[src/rtl/csuv_pkg.sv]
package csuv_pkg;

  localparam int FracBits   = 16;
  localparam int AngleSteps = 16;
  localparam int TableLen   = 24;
  localparam int PreShift   = 24;
  // CORDIC datapath width: 32-bit input, 24-bit prescale, growth and sign.
  localparam int CordW      = 60;
  localparam int AngW       = 34;
  // The divider is a chain of cells that each produce one quotient bit.
  localparam int DivSteps   = 32 + FracBits;
  localparam int NumW       = 32 + FracBits;
  localparam int LatW       = (DivSteps > AngleSteps) ? DivSteps : AngleSteps;

  localparam logic [0:0] RegHeight = 1'b0;
  localparam logic [0:0] RegTol    = 1'b1;

  typedef logic signed [CordW-1:0] cord_t;
  typedef logic signed [AngW-1:0]  ang_t;

  function automatic ang_t turn_entry(input int i);
    logic [31:0] v;
    case (i)
      0:  v = 32'h20000000;
      1:  v = 32'h12E4051D;
      2:  v = 32'h09FB385B;
      3:  v = 32'h051111D4;
      4:  v = 32'h028B0D43;
      5:  v = 32'h0145D7E1;
      6:  v = 32'h00A2F61E;
      7:  v = 32'h00517C55;
      8:  v = 32'h0028BE53;
      9:  v = 32'h00145F2F;
      10: v = 32'h000A2F98;
      11: v = 32'h000517CC;
      12: v = 32'h00028BE6;
      13: v = 32'h000145F3;
      14: v = 32'h0000A2F9;
      15: v = 32'h0000517C;
      16: v = 32'h000028BE;
      17: v = 32'h0000145F;
      18: v = 32'h00000A2F;
      19: v = 32'h00000517;
      20: v = 32'h0000028B;
      21: v = 32'h00000145;
      22: v = 32'h000000A2;
      default: v = 32'h00000051;
    endcase
    return ang_t'({2'b00, v});
  endfunction

  // Everything that travels down the row alongside the arithmetic.
  typedef struct packed {
    logic                       vld;
    logic                       cap;
    logic signed [31:0]         z;
    logic                       neg;
    logic [NumW-1:0]            num;
    logic [30:0]                den;
    logic [NumW:0]              rem;
    logic [NumW-1:0]            quo;
    cord_t                      x;
    cord_t                      y;
    ang_t                       ang;
  } cell_t;

endpackage

[src/rtl/csuv_cell.sv]
module csuv_cell (
  input  logic                      clk_i,
  input  logic                      rst_ni,
  input  logic                      en_i,
  input  logic [5:0]                idx_i,
  input  csuv_pkg::cell_t           in_i,
  output csuv_pkg::cell_t           out_o
);

  csuv_pkg::cell_t c_d, c_q;
  csuv_pkg::cord_t dx, dy;
  logic [csuv_pkg::NumW:0] trial;

  always_comb begin
    c_d = in_i;
    // One CORDIC micro-rotation while steps remain.
    if (idx_i < 6'(csuv_pkg::AngleSteps)) begin
      dx = in_i.y >>> idx_i;
      dy = in_i.x >>> idx_i;
      if (!in_i.y[csuv_pkg::CordW-1]) begin
        c_d.x   = in_i.x + dx;
        c_d.y   = in_i.y - dy;
        c_d.ang = in_i.ang + csuv_pkg::turn_entry(int'(idx_i));
      end else begin
        c_d.x   = in_i.x - dx;
        c_d.y   = in_i.y + dy;
        c_d.ang = in_i.ang - csuv_pkg::turn_entry(int'(idx_i));
      end
    end else begin
      dx = '0;
      dy = '0;
    end
    // One restoring division step, numerator bit taken MSB first.
    trial = '0;
    if (idx_i < 6'(csuv_pkg::DivSteps)) begin
      trial = {in_i.rem[csuv_pkg::NumW-1:0],
               in_i.num[csuv_pkg::NumW-1 - idx_i]};
      if (trial >= {{(csuv_pkg::NumW-30){1'b0}}, in_i.den}) begin
        c_d.rem = trial - {{(csuv_pkg::NumW-30){1'b0}}, in_i.den};
        c_d.quo = {in_i.quo[csuv_pkg::NumW-2:0], 1'b1};
      end else begin
        c_d.rem = trial;
        c_d.quo = {in_i.quo[csuv_pkg::NumW-2:0], 1'b0};
      end
    end
  end

  always_ff @(posedge clk_i or negedge rst_ni) begin
    if (!rst_ni) begin
      c_q <= '0;
    end else if (en_i) begin
      c_q <= c_d;
    end
  end

  assign out_o = c_q;

endmodule

[config.mk]
export PLATFORM = sky130hd
export DESIGN_NAME = csuv_cell
export DESIGN_NICKNAME = d
export VERILOG_FILES = /design/src/rtl/csuv_pkg.sv /design/src/rtl/csuv_cell.sv
export SDC_FILE = /design/constraint.sdc
export NUM_CORES = 2
export LEC_CHECK = 0
export ABC_AREA = 0
export ABC_CLOCK_PERIOD_IN_PS = 1300
export BUFFER_PORTS_ARGS = -buffer_cell sky130_fd_sc_hd__buf_2
export CAP_MARGIN = 30
export CORE_UTILIZATION = 51
export DETAILED_ROUTE_END_ITERATION = 12
export PLACE_DENSITY = 0.81
export SLEW_MARGIN = 20
export SYNTH_ARGS = -nofsm -noshare
export SYNTH_HDL_FRONTEND = slang
export SYNTH_SLANG_ARGS = --single-unit
[constraint.sdc]
create_clock -name clk_i -period 1.3 [get_ports clk_i]
set_clock_uncertainty 0.2 [all_clocks]
set_input_delay 0.13 -clock clk_i [delete_from_list [all_inputs] [get_ports clk_i]]
set_output_delay 0.13 -clock clk_i [all_outputs]
set_load 0.005 [all_outputs]
==> results of run 1 <==
## per-layer routing
metal	GRT overflow	track usage, %
met1	15	86.68
met4	311	88.86
met2	369	98.77
met3	26	78.65
met5	8	55.28
## per-stage QoR
| step | instances | util [%] | area, µm² |
|---|---|---|---|
| floorplan | 4953 | - | 43460 |
| global placement | 8355 | 76.36 | 61910 |
| detailed placement | 8355 | 76.36 | 61910 |
| CTS | 8957 | 87.07 | 70580 |
## timing repair
action / 4_1_cts
endpoints found under the setup margin: 615
pin swaps: 248
gates resized for setup: 439
hold buffers: 380
buffers inserted: 162
endpoints found under the hold margin: 714
cloned: 9
## Yosys cell counts (45+ instances only)
library cell,n
a211oi_1,63
a21o_1,119
a21oi_1,498
a31oi_1,76
and2_1,46
buf_2,45
clkbuf_1,215
dfrtp_1,365
ha_1,207
inv_1,117
mux2_2,199
mux2i_1,326
mux4_2,148
nand2_1,353
nand2b_1,64
nand3_1,96
nand4_1,47
nor2_1,485
nor2b_1,66
nor3_1,68
o211ai_1,53
o21ai_0,252
o22ai_1,59
xnor2_1,176
xor2_1,112
## logic make-up after synthesis
| logic type | count (synthesis) | share of synthesized area [%] |
|---|---|---|
| compound gates | 1530 | 23.50 |
| fa+ha+maj | 211 | 6.356 |
| flops | 365 | 21.74 |
| xor+xnor | 289 | 6.058 |
| buf+inv | 478 | 5.167 |
| simple gates | 1395 | 15.79 |
| mux | 685 | 21.38 |
==> results.md, run 1 <==
- Global-route wire length before repair: 555100 µm
- Status: did not finish
- Synth Net Count: between 5000 and 6000
- Number of global-route vias before repair: ~80000
- Exit stage: 5_1_grt
- Fraction of registers with async set/reset: between 90% and 100%
- Cells after synthesis: about 5000
- Die H: approximately 290 µm
- Main synth FF type: dfrtp_1
- Initial core utilization: slightly above 50%
- Syn Area/Cell: 8.482 µm²
- # rows: roughly 100
- H-tree depth: 2
- Post-synth top area cell: dfrtp_1
- DP Wirelength: between 150000 and 200000 µm
- GPL Wtd Cong: approximately 1.2
- Gr usage total: 87.72%
- Cell Area, Synth: 42010 µm²
- Post-synth EDFFs: 0
- IO Pins: roughly 740
- Post-synthesis sequential area ratio: a little over a fifth
- GRT overflow: between 700 and 800
- Clock buffer depth: 3
- Largest net degree at the start of global routing: around 110
- Run Error: [ERROR GRT-0116] Global routing finished with congestion. Check the congestion regions in the DRC Viewer.
- Synth Register Bits: ~370
- Total CTS buffers: a little over 40
- # port buffers: roughly 740
- Post-synth cell types: around 100
- Yosys warnings: 0
- Worst slack at placement: -6086 ps
- Synth top area cells: dfrtp_1, mux4_2, mux2i_1, ha_1, a21oi_1
- Clk sinks: 365
- Chip width: slightly below 300 µm
- CTS root buffer: clkbuf_16
- Area share of the largest cell type after synthesis: a little over a fifth
==> inputs of run 2 (changes only) <==
- CORE_UTILIZATION: 51 -> 36
- PLACE_DENSITY: 0.81 -> unset
- PLACE_DENSITY_LB_ADDON: unset -> 0.15
==> results.md, run 2 <==
- Status: finished with violations
- Failing checks: hold timing, setup timing
- Crit share post-route: 456.2%
- Max-cap violations: 0
- Req. time, crit path: 1650 ps
- Met3 Wirelength: around 24000 µm
- CTS Hold Bufs: 379 (-0.26%)
- Cell Area, Placed: 62720 µm² (+1.3%)
- Clk sinks: 365 (unchanged)
- Reg clk slew, reported paths: 60 ps
- Syn Area/Cell: 8.482 µm² (unchanged)
- # rows: 124 (+19%)
- Final Instance Area: just over 70000 µm²
- Chip width: 343.6 µm (+19%)
- Cell Area, Synth: 42010 µm² (unchanged)
- Clk Latency, worst-skew pair: around 670 ps
- Type of the worst min-delay path: primary input to flop
- Max reg flops: approximately 370
- Worst slack at placement: -6112 ps (-26.89 ps)
- Drt pass-1 iters: 6
- Post-synth cell types: 104 (unchanged)
- Drt drc: 0
- Filler cells: approximately 10000
- Most used cell, CP: buf_4
- Post-synthesis sequential area ratio: 21.74% (unchanged)
- Worst Max-Slew Pin Slew: roughly 1100 ps
- CP top delay family: compound AO/OA/AOI/OAI gates
- Gr usage total: ~41%
- Most frequent cell after synthesis: a21oi_1
- Slew Viols, Final: 0
- Placed Cells: 8848 (+5.9%)
- Final setup fails: approximately 1000
- Post-synth top area cell: dfrtp_1
- CP max-delay cell: mux4_2
- Tmin final: slightly below 6000 ps
- Wl on met1: a little over 100000 µm
- Number of global-route vias before repair: between 50000 and 60000
- Fraction of registers with async set/reset: 100.0% (unchanged)
- CTS root buffer: clkbuf_16
- Worst vdd ir: ~1.0 mV
- Hold Vio Cnt, Final: 3
- Max layer used: met5
- IO Pins: 739 (unchanged)
- Synth Register Bits: 365 (unchanged)
- Synth top area cells: dfrtp_1, mux4_2, mux2i_1, ha_1, a21oi_1
- Fmax achieved: ~0.17 GHz
- Startpoint types: primary input
- Worst Slack Setup Final: -4630 ps
- Commonest non-fill, non-tap cell in the layout: buf_4
- GRT overflow: 0
- Post-synth EDFFs: 0 (unchanged)
- Clock buffer depth: 3 (unchanged)
- Worst setup EP type: flop
- Met2 WL post-DR: about 110000 µm
- Synth Net Count: 5538 (unchanged)
- # port buffers: 738 (unchanged)
- Drt total wl: 251600 µm
- Total CTS buffers: 46 (+12%)
- Area share of the largest cell type after synthesis: 21.74% (unchanged)
- Final core utilization: 62.54%
- Total Power: around 67 mW
- Nets: about 8500
- Layout area overhead: 71.13%
- Worst Path Class, Setup: primary input to flop
- Worst relative slew slack: around 30%
- Die area: ~120000 µm²
- Die H: 343.6 µm (+19%)
- P_leak: about 34 nW
- CP bufs+invs: 5
- Synth cell count leaders: a21oi_1, nor2_1, dfrtp_1
- Power Dens Cells: a little over 900 nW/µm²
- H-tree depth: 2 (unchanged)
- GPL Wtd Cong: 1.081 (-8.5%)
- Total number of vias: 54670
- CTS tree: yes
- RSZ-0062 raised after global routing: true
- Main synth FF type: dfrtp_1
- Final ANT Viol Nets: 0
- Initial core utilization: 36.54% (-15 points)
- Crit path DAT: roughly 6300 ps
- Number of vias per cell: around 5.8
- Fin Hold WS: -160.9 ps
- TNS Setup: -1023620 ps
- Most frequent cells in the layout: buf_4, buf_2, nor2_1
- DP Wirelength: 199000 µm (+2.2%)
- Layout cells sized above 1: about half
- Yosys warnings: 0 (unchanged)
- Global-route wire length before repair: around 360000 µm
- Initial antenna violation count: 39
- WL/cell: 26.56 µm
- Critical Path Fanout Max: 7
- Core area: between 100000 and 150000 µm²
- Cells after synthesis: 4953 (unchanged)
- Largest stage delay on the critical path: about 540 ps
- Largest net degree at the start of global routing: around 110
- Initial DRC Count: a little over 5000
- Cell Count, Final, Fillers Out: 9471
[run 2: layer usage]
metal,vias to the layer above,track usage (%)
met1,26690,53.04
met5,-,0
met4,10,19.75
met3,666,10.62
met2,2804,62.09
li1,24490,-
[run 2: path summary, 6_finish.rpt]
| path | start | endpoint | slack (ps) | cells past startpoint |
|---|---|---|---|---|
| worst min-delay path | in_i[245] | out_o[249] | -160 | 6 |
| max in group asynchronous | rst_ni | out_o[330] | -760 | 6 |
| worst max-delay path | idx_i[0] | out_o[152] | -4630 | 26 |
| min in group asynchronous | rst_ni | out_o[292] | 1010 | 4 |
| worst min register to register | out_o[102] | out_o[102] | 270 | 1 |
| worst max register to register | out_o[248] | out_o[248] | 130 | 2 |
[run 2: report_power, final]
part / switching [mW] / internal [mW] / leakage [nW]
combinational: 20.0 / 19.5 / 28.6
clock: 5.75 / 7.64 / 0.736
sequential: 0.855 / 12.9 / 4.18
[run 2: timing repair]
action | 4_1_cts | 5_1_grt
pin swaps | 115 | 144
buffers inserted | 68 | 54
endpoints found under the setup margin | 616 | 1021
cloned | 9 | 2
gates resized for setup | 291 | 239
endpoints found under the hold margin | 729 | 3
[run 2: logic make-up after synthesis]
| group | share of synthesized area (%) |
|---|---|
| fa+ha+maj | 6.356 |
| flops | 21.74 |
| mux | 21.38 |
| xor+xnor | 6.058 |
| buf+inv | 5.167 |
| compound gates | 23.50 |
| simple gates | 15.79 |
[run 2: worst min-delay path, cell delays in order]
cell	delay, ps
buf_2	90
nor4_1	60
buf_4	130
nand3_1	80
xor2_1	60
o21ai_1	110
[run 2: final cells by class]
cell class                 instances  area, µm²  share of cell area (%)
antenna                           35      87.58                  0.1218
clock buffer                      64       1309                   1.820
clock inverter                    17      221.5                  0.3080
inverter                         124      479.2                  0.6666
multi-input combinational       4110      33810                   47.03
sequential                       365       9134                   12.70
tap                             1512       1892                   2.631
timing repair buffer            3244      24960                   34.72
No activity file was read; power rests on OpenSTA's default activity.
